--- src/rtl/core/mini_mips_execute_step_assert.svh ---
// Assertion macros for the mini MIPS execute step.
// Clocked on clock, disabled while reset is high; no other dependencies.
`ifndef MINI_MIPS_EXECUTE_STEP_ASSERT_SVH
`define MINI_MIPS_EXECUTE_STEP_ASSERT_SVH

// Same-cycle implication.
`define MMES_ASSERT_NOW(label, ante, cons, msg) \
   label: assert property (@(posedge clock) disable iff (reset) (ante) |-> (cons)) \
      else $error(msg);

// Next-cycle implication.
`define MMES_ASSERT_NEXT(label, ante, cons, msg) \
   label: assert property (@(posedge clock) disable iff (reset) (ante) |=> (cons)) \
      else $error(msg);

`endif

--- src/rtl/core/mmes_pkg.sv ---
// Shared types, opcodes and widths for the mini MIPS execute step.
// No dependencies; used by every module of the block.
`default_nettype none

package mmes_pkg;

   localparam int OP_W        = 4;
   localparam int REG_IDX_W   = 5;
   localparam int REG_COUNT   = 32;
   localparam int WORD_W      = 32;
   localparam int PC_W        = 21;
   localparam int REQ_TDATA_W = 40;
   localparam int RSP_TDATA_W = 64;
   localparam int RSP_PAD_W   = 3;

   localparam logic [OP_W-1:0] OP_ADD  = 4'd0;
   localparam logic [OP_W-1:0] OP_SUB  = 4'd1;
   localparam logic [OP_W-1:0] OP_MUL  = 4'd2;
   localparam logic [OP_W-1:0] OP_BEQ  = 4'd3;
   localparam logic [OP_W-1:0] OP_BNE  = 4'd4;
   localparam logic [OP_W-1:0] OP_SLT  = 4'd5;
   localparam logic [OP_W-1:0] OP_J    = 4'd6;
   localparam logic [OP_W-1:0] OP_LW   = 4'd7;
   localparam logic [OP_W-1:0] OP_SW   = 4'd8;
   localparam logic [OP_W-1:0] OP_ADDI = 4'd9;
   localparam logic [OP_W-1:0] OP_HALT = 4'd10;

   // request item, operation in the low bits
   typedef struct packed {
      logic [PC_W-1:0]      immediate;
      logic [REG_IDX_W-1:0] third_reg;
      logic [REG_IDX_W-1:0] second_reg;
      logic [REG_IDX_W-1:0] first_reg;
      logic [OP_W-1:0]      operation;
   } req_item_type;

   // response item, next_pc in the low bits
   typedef struct packed {
      logic                 address_error;
      logic                 halted;
      logic [WORD_W-1:0]    write_value;
      logic [REG_IDX_W-1:0] write_index;
      logic                 write_enable;
      logic [PC_W-1:0]      next_pc;
   } rsp_result_type;

   // execute stage outcome
   typedef struct packed {
      logic           mem_rd;
      logic           mem_wr;
      rsp_result_type res;
   } exec_ctl_type;

   // R-type ops read third_reg on the second port, the rest read first_reg
   function automatic logic uses_third(input logic [OP_W-1:0] op);
      return (op == OP_ADD) || (op == OP_SUB) || (op == OP_MUL) || (op == OP_SLT);
   endfunction

endpackage

`default_nettype wire

--- src/rtl/core/mmes_exec.sv ---
// Execute logic: ALU, branch/jump target, load/store address and range check.
// Purely combinational; uses mmes_pkg.
`default_nettype none

module mmes_exec #(
   parameter int DATA_WORDS = 4096
) (
   input  wire mmes_pkg::req_item_type            item,
   input  wire logic [mmes_pkg::PC_W-1:0]         pc,
   input  wire logic [mmes_pkg::WORD_W-1:0]       opnd_s,   // second_reg value
   input  wire logic [mmes_pkg::WORD_W-1:0]       opnd_o,   // first_reg or third_reg value
   output mmes_pkg::exec_ctl_type                 ctl,
   output logic      [$clog2(DATA_WORDS)-1:0]     mem_addr
);

   localparam int AddrW = $clog2(DATA_WORDS);
   localparam int SumW  = mmes_pkg::WORD_W + 2;
   localparam logic signed [SumW-1:0] Limit = SumW'(DATA_WORDS);

   logic [mmes_pkg::PC_W-1:0] pc_step;
   logic signed [SumW-1:0]    addr_sum;
   logic                      aerr;

   assign pc_step  = pc + mmes_pkg::PC_W'(4);
   assign addr_sum = $signed({{2{opnd_s[mmes_pkg::WORD_W-1]}}, opnd_s})
                   + $signed({{(SumW - mmes_pkg::PC_W){1'b0}}, item.immediate});
   assign aerr     = addr_sum[SumW-1] || (addr_sum >= Limit);
   assign mem_addr = addr_sum[AddrW-1:0];

   always_comb begin
      ctl                   = '0;
      ctl.res.next_pc       = pc_step;
      unique case (item.operation) inside
         mmes_pkg::OP_ADD: begin
            ctl.res.write_enable = 1'b1;
            ctl.res.write_value  = opnd_s + opnd_o;
         end
         mmes_pkg::OP_SUB: begin
            ctl.res.write_enable = 1'b1;
            ctl.res.write_value  = opnd_s - opnd_o;
         end
         mmes_pkg::OP_MUL: begin
            ctl.res.write_enable = 1'b1;
            ctl.res.write_value  = opnd_s * opnd_o;
         end
         mmes_pkg::OP_SLT: begin
            ctl.res.write_enable = 1'b1;
            ctl.res.write_value  = {31'b0, $signed(opnd_s) < $signed(opnd_o)};
         end
         mmes_pkg::OP_ADDI: begin
            ctl.res.write_enable = 1'b1;
            ctl.res.write_value  = opnd_s
                                 + {{(mmes_pkg::WORD_W - mmes_pkg::PC_W){1'b0}}, item.immediate};
         end
         mmes_pkg::OP_BEQ: begin
            if (opnd_o == opnd_s) ctl.res.next_pc = item.immediate;
         end
         mmes_pkg::OP_BNE: begin
            if (opnd_o != opnd_s) ctl.res.next_pc = item.immediate;
         end
         mmes_pkg::OP_J: begin
            ctl.res.next_pc = item.immediate;
         end
         mmes_pkg::OP_LW, mmes_pkg::OP_SW: begin
            ctl.res.address_error = aerr;
            if (!aerr) begin
               if (item.operation == mmes_pkg::OP_LW) begin
                  ctl.mem_rd           = 1'b1;
                  ctl.res.write_enable = 1'b1;
               end else begin
                  ctl.mem_wr = 1'b1;
               end
            end
         end
         default: begin
            // halt and the unused codes
            ctl.res.halted  = 1'b1;
            ctl.res.next_pc = pc;
         end
      endcase
      if (ctl.res.write_enable) begin
         ctl.res.write_index = item.first_reg;
      end
   end

endmodule

`default_nettype wire

--- config.mk ---
export PLATFORM = sky130hd
export DESIGN_NAME = mmes_exec
export DESIGN_NICKNAME = d
export VERILOG_FILES = /design/src/rtl/core/mini_mips_execute_step_assert.svh /design/src/rtl/core/mmes_pkg.sv /design/src/rtl/core/mmes_exec.sv
export SDC_FILE = /design/constraint.sdc
export NUM_CORES = 2
export LEC_CHECK = 0
export BUFFER_PORTS_ARGS = -buffer_cell sky130_fd_sc_hd__buf_2
export CORE_UTILIZATION = 23
export DETAILED_ROUTE_END_ITERATION = 16
export PLACE_DENSITY_LB_ADDON = 0.25
export RECOVER_POWER = 25
export SLEW_MARGIN = 15
export SYNTH_ARGS = -nofsm -noshare
export SYNTH_HDL_FRONTEND = slang
export SYNTH_SLANG_ARGS = --single-unit
--- constraint.sdc ---
create_clock -name vclk -period 13.76
set_input_delay 2.752 -clock vclk [all_inputs]
set_output_delay 2.752 -clock vclk [all_outputs]
set_load 0.005 [all_outputs]
==> run_results.csv <==
group,metric,value,unit
outcome,status,"finished with violations",
outcome,violations,"max-capacitance violations, max-slew violations",
cells_and_area,seq_area,0,µm²
min_path,holdPathEnd,"ctl[24]",
die,start_util,0.2325,
sta,finalCritPeriodShare,0.9656,
cells_and_area,layout-drive-gt1-share,0.09404,
die,core.rowCount,113,
synthesis,yosys.cell_types.count,81,
min_path,hold_start,"item[6]",
synthesis,syn-num-nets,3492,
route,firstDrtPassIters,5,
die,die_w,312.2,µm
route,num_vias,19173,
grt,use_met2,0.2955,
route,antenna_left,0,
clock_tree,cts-hold-fix-buffers,0,
critical_path,critPathMaxStageDelay,1.13,ns
grt,grt_max_degree,52,
min_path,hold_depth,4,
grt,first_global_vias,20110,
route,detail_route.wl_per_cell,20.74,µm
die,dieArea,97440,µm²
cells_and_area,fillers,10519,
critical_path,cp.required,11.01,ns
cells_and_area,clockBufferCount,0,
sta,min_period,13.29,ns
clock_tree,post_cts_buffers,0,
place,place.gp.congestion,0.8754,
job,drv_cap,2,
route,viasPerCell,4.659,
cells_and_area,area_growth,10.99,%
grt,top_usage_layer,"met2",
clock_tree,post_cts_resized,0,
die,fp.coreArea,95150,µm²
place,dp_hpwl,70640,µm
critical_path,cp_top_family,"adder cells",
grt,met1_usage,0.2482,
sta,final_max_slew_viol_count,62,
synthesis,synthCells,2732,
critical_path,critPathSlowestCell,"clkbuf_1",
synthesis,synth_warnings,0,
critical_path,crit_top_cell,"fa_1",
sta,rsz0062_at_grt,"false",
critical_path,arrival,10.54,ns
sta,finalHoldViolCount,0,
place,io_buffer_count,190,
synthesis,netlist_area,22120,µm²
sta,tns,0,ns
min_path,hp-class,"input port to primary output",
critical_path,path_class,"input port to primary output",
route,wl,85340,µm
cells_and_area,multi_input_area,19970,µm²
grt,grt_first_pass_wirelength,129600,µm
grt,grtUsageMet3,0.01241,
synthesis,avgSynthCellArea,8.098,µm²
route,drtIter0Drc,1292,
cells_and_area,seq_cells,0,
sta,slew-limit-headroom,-0.5167,
critical_path,crit_buf_inv,8,
cells_and_area,diodes,0,
sta,fmax,75.26,MHz
critical_path,startpoint_type,"input port",
sta,setup_viol,0,
route,drcViolationCount,0,
synthesis,synth_seq_area_share,0,
grt,antenna_found_initial,6,
critical_path,endpoint_kind,"primary output",
die,fp.dieH,312.2,µm
die,ios,200,
cells_and_area,nets,3612,
critical_path,cp_max_fo,9,
grt,overflow,0,
grt,grtUsageTotal,0.1757,
sta,worstMarginPinSlew,2.275,ns
-- cell usage in the layout (no fill, tap or decap), types with 12 or more instances in the layout --
master / synthesis / layout
inv_1: 448 / 448
fa_1: 411 / 411
nand2_1: 331 / 331
and2_1: 261 / 261
ha_1: 224 / 224
buf_2: 4 / 181
nor2_1: 141 / 141
a21oi_1: 136 / 137
o21ai_0: 108 / 108
xnor2_1: 106 / 106
buf_4: 0 / 48
a21o_1: 38 / 38
xor2_1: 38 / 38
nand3_1: 25 / 25
a211oi_1: 24 / 24
nand2b_1: 22 / 22
nor3_1: 21 / 21
a22oi_1: 17 / 17
nand4_1: 16 / 16
o31ai_1: 13 / 14
o21a_1: 14 / 14
a31oi_1: 13 / 13
clkbuf_1: 115 / 13
o22ai_1: 12 / 12
-- worst max path at each step --
stage | cells past startpoint | to | from
2_1_floorplan | 25 | ctl[56] | opnd_o[3]
3_3_place_gp | 28 | ctl[56] | opnd_s[8]
6_report | 27 | ctl[56] | opnd_s[0]
4_1_cts | 28 | ctl[56] | opnd_s[8]
5_1_grt | 27 | ctl[56] | opnd_s[0]
3_5_place_dp | 28 | ctl[56] | opnd_s[8]
-- through the flow --
stage	instance area, µm²	hold WS, ns	util	std cells	setup WS, ns
detailed placement	24600	5.785	0.2585	4115	0.5695
global placement	24600	5.785	0.2585	4115	0.5165
floorplan	22130	5.578	-	2732	1.517
CTS	24600	5.787	0.2585	4115	0.5375
finish	24560	5.787	0.2581	4115	0.4729
global route	24560	5.803	0.2581	4115	0.1250
-- Yosys cell counts, types with 16 or more instances --
cell type / n / area [µm²]
inv_1: 448 / 1682
fa_1: 411 / 8228
nand2_1: 331 / 1242
and2_1: 261 / 1633
ha_1: 224 / 2803
nor2_1: 141 / 529.3
a21oi_1: 136 / 680.7
clkbuf_1: 115 / 431.7
o21ai_0: 108 / 540.5
xnor2_1: 106 / 928.4
a21o_1: 38 / 285.3
xor2_1: 38 / 332.8
nand3_1: 25 / 125.1
a211oi_1: 24 / 180.2
nand2b_1: 22 / 137.6
nor3_1: 21 / 105.1
a22oi_1: 17 / 127.6
nand4_1: 16 / 100.1
-- routing by layer --
layer	part of all wire	up-vias	wire length, µm
li1	-	8978	-
met1	0.46	9663	39440
met2	0.47	463	40430
met3	0.042	67	3622
met4	0.022	2	1835
met5	0.000094	-	8
-- tightest hold or removal path, stage by stage --
cell and delay, ns:
buf_2 0.09, nand2_1 0.04, a21oi_1 0.03, buf_2 0.11
-- cells by family after synthesis --
family / share of synthesized area
AOI/OAI and AO/OA: 0.1443
xor gates and xnor gates: 0.05802
adders and majority gates: 0.4986
buffers and inverters: 0.09766
muxes: 0.005655
and+or+nand+nor: 0.1958
-- layout make-up --
cell class,instances,share of cell area
multi-input combinational,2158,0.8132
inverter,450,0.06879
tap,1265,0.06446
timing repair buffer,242,0.05355
Power is not shown: default switching activity piles up to over one toggle a cycle in this logic, so the estimate is an artifact.
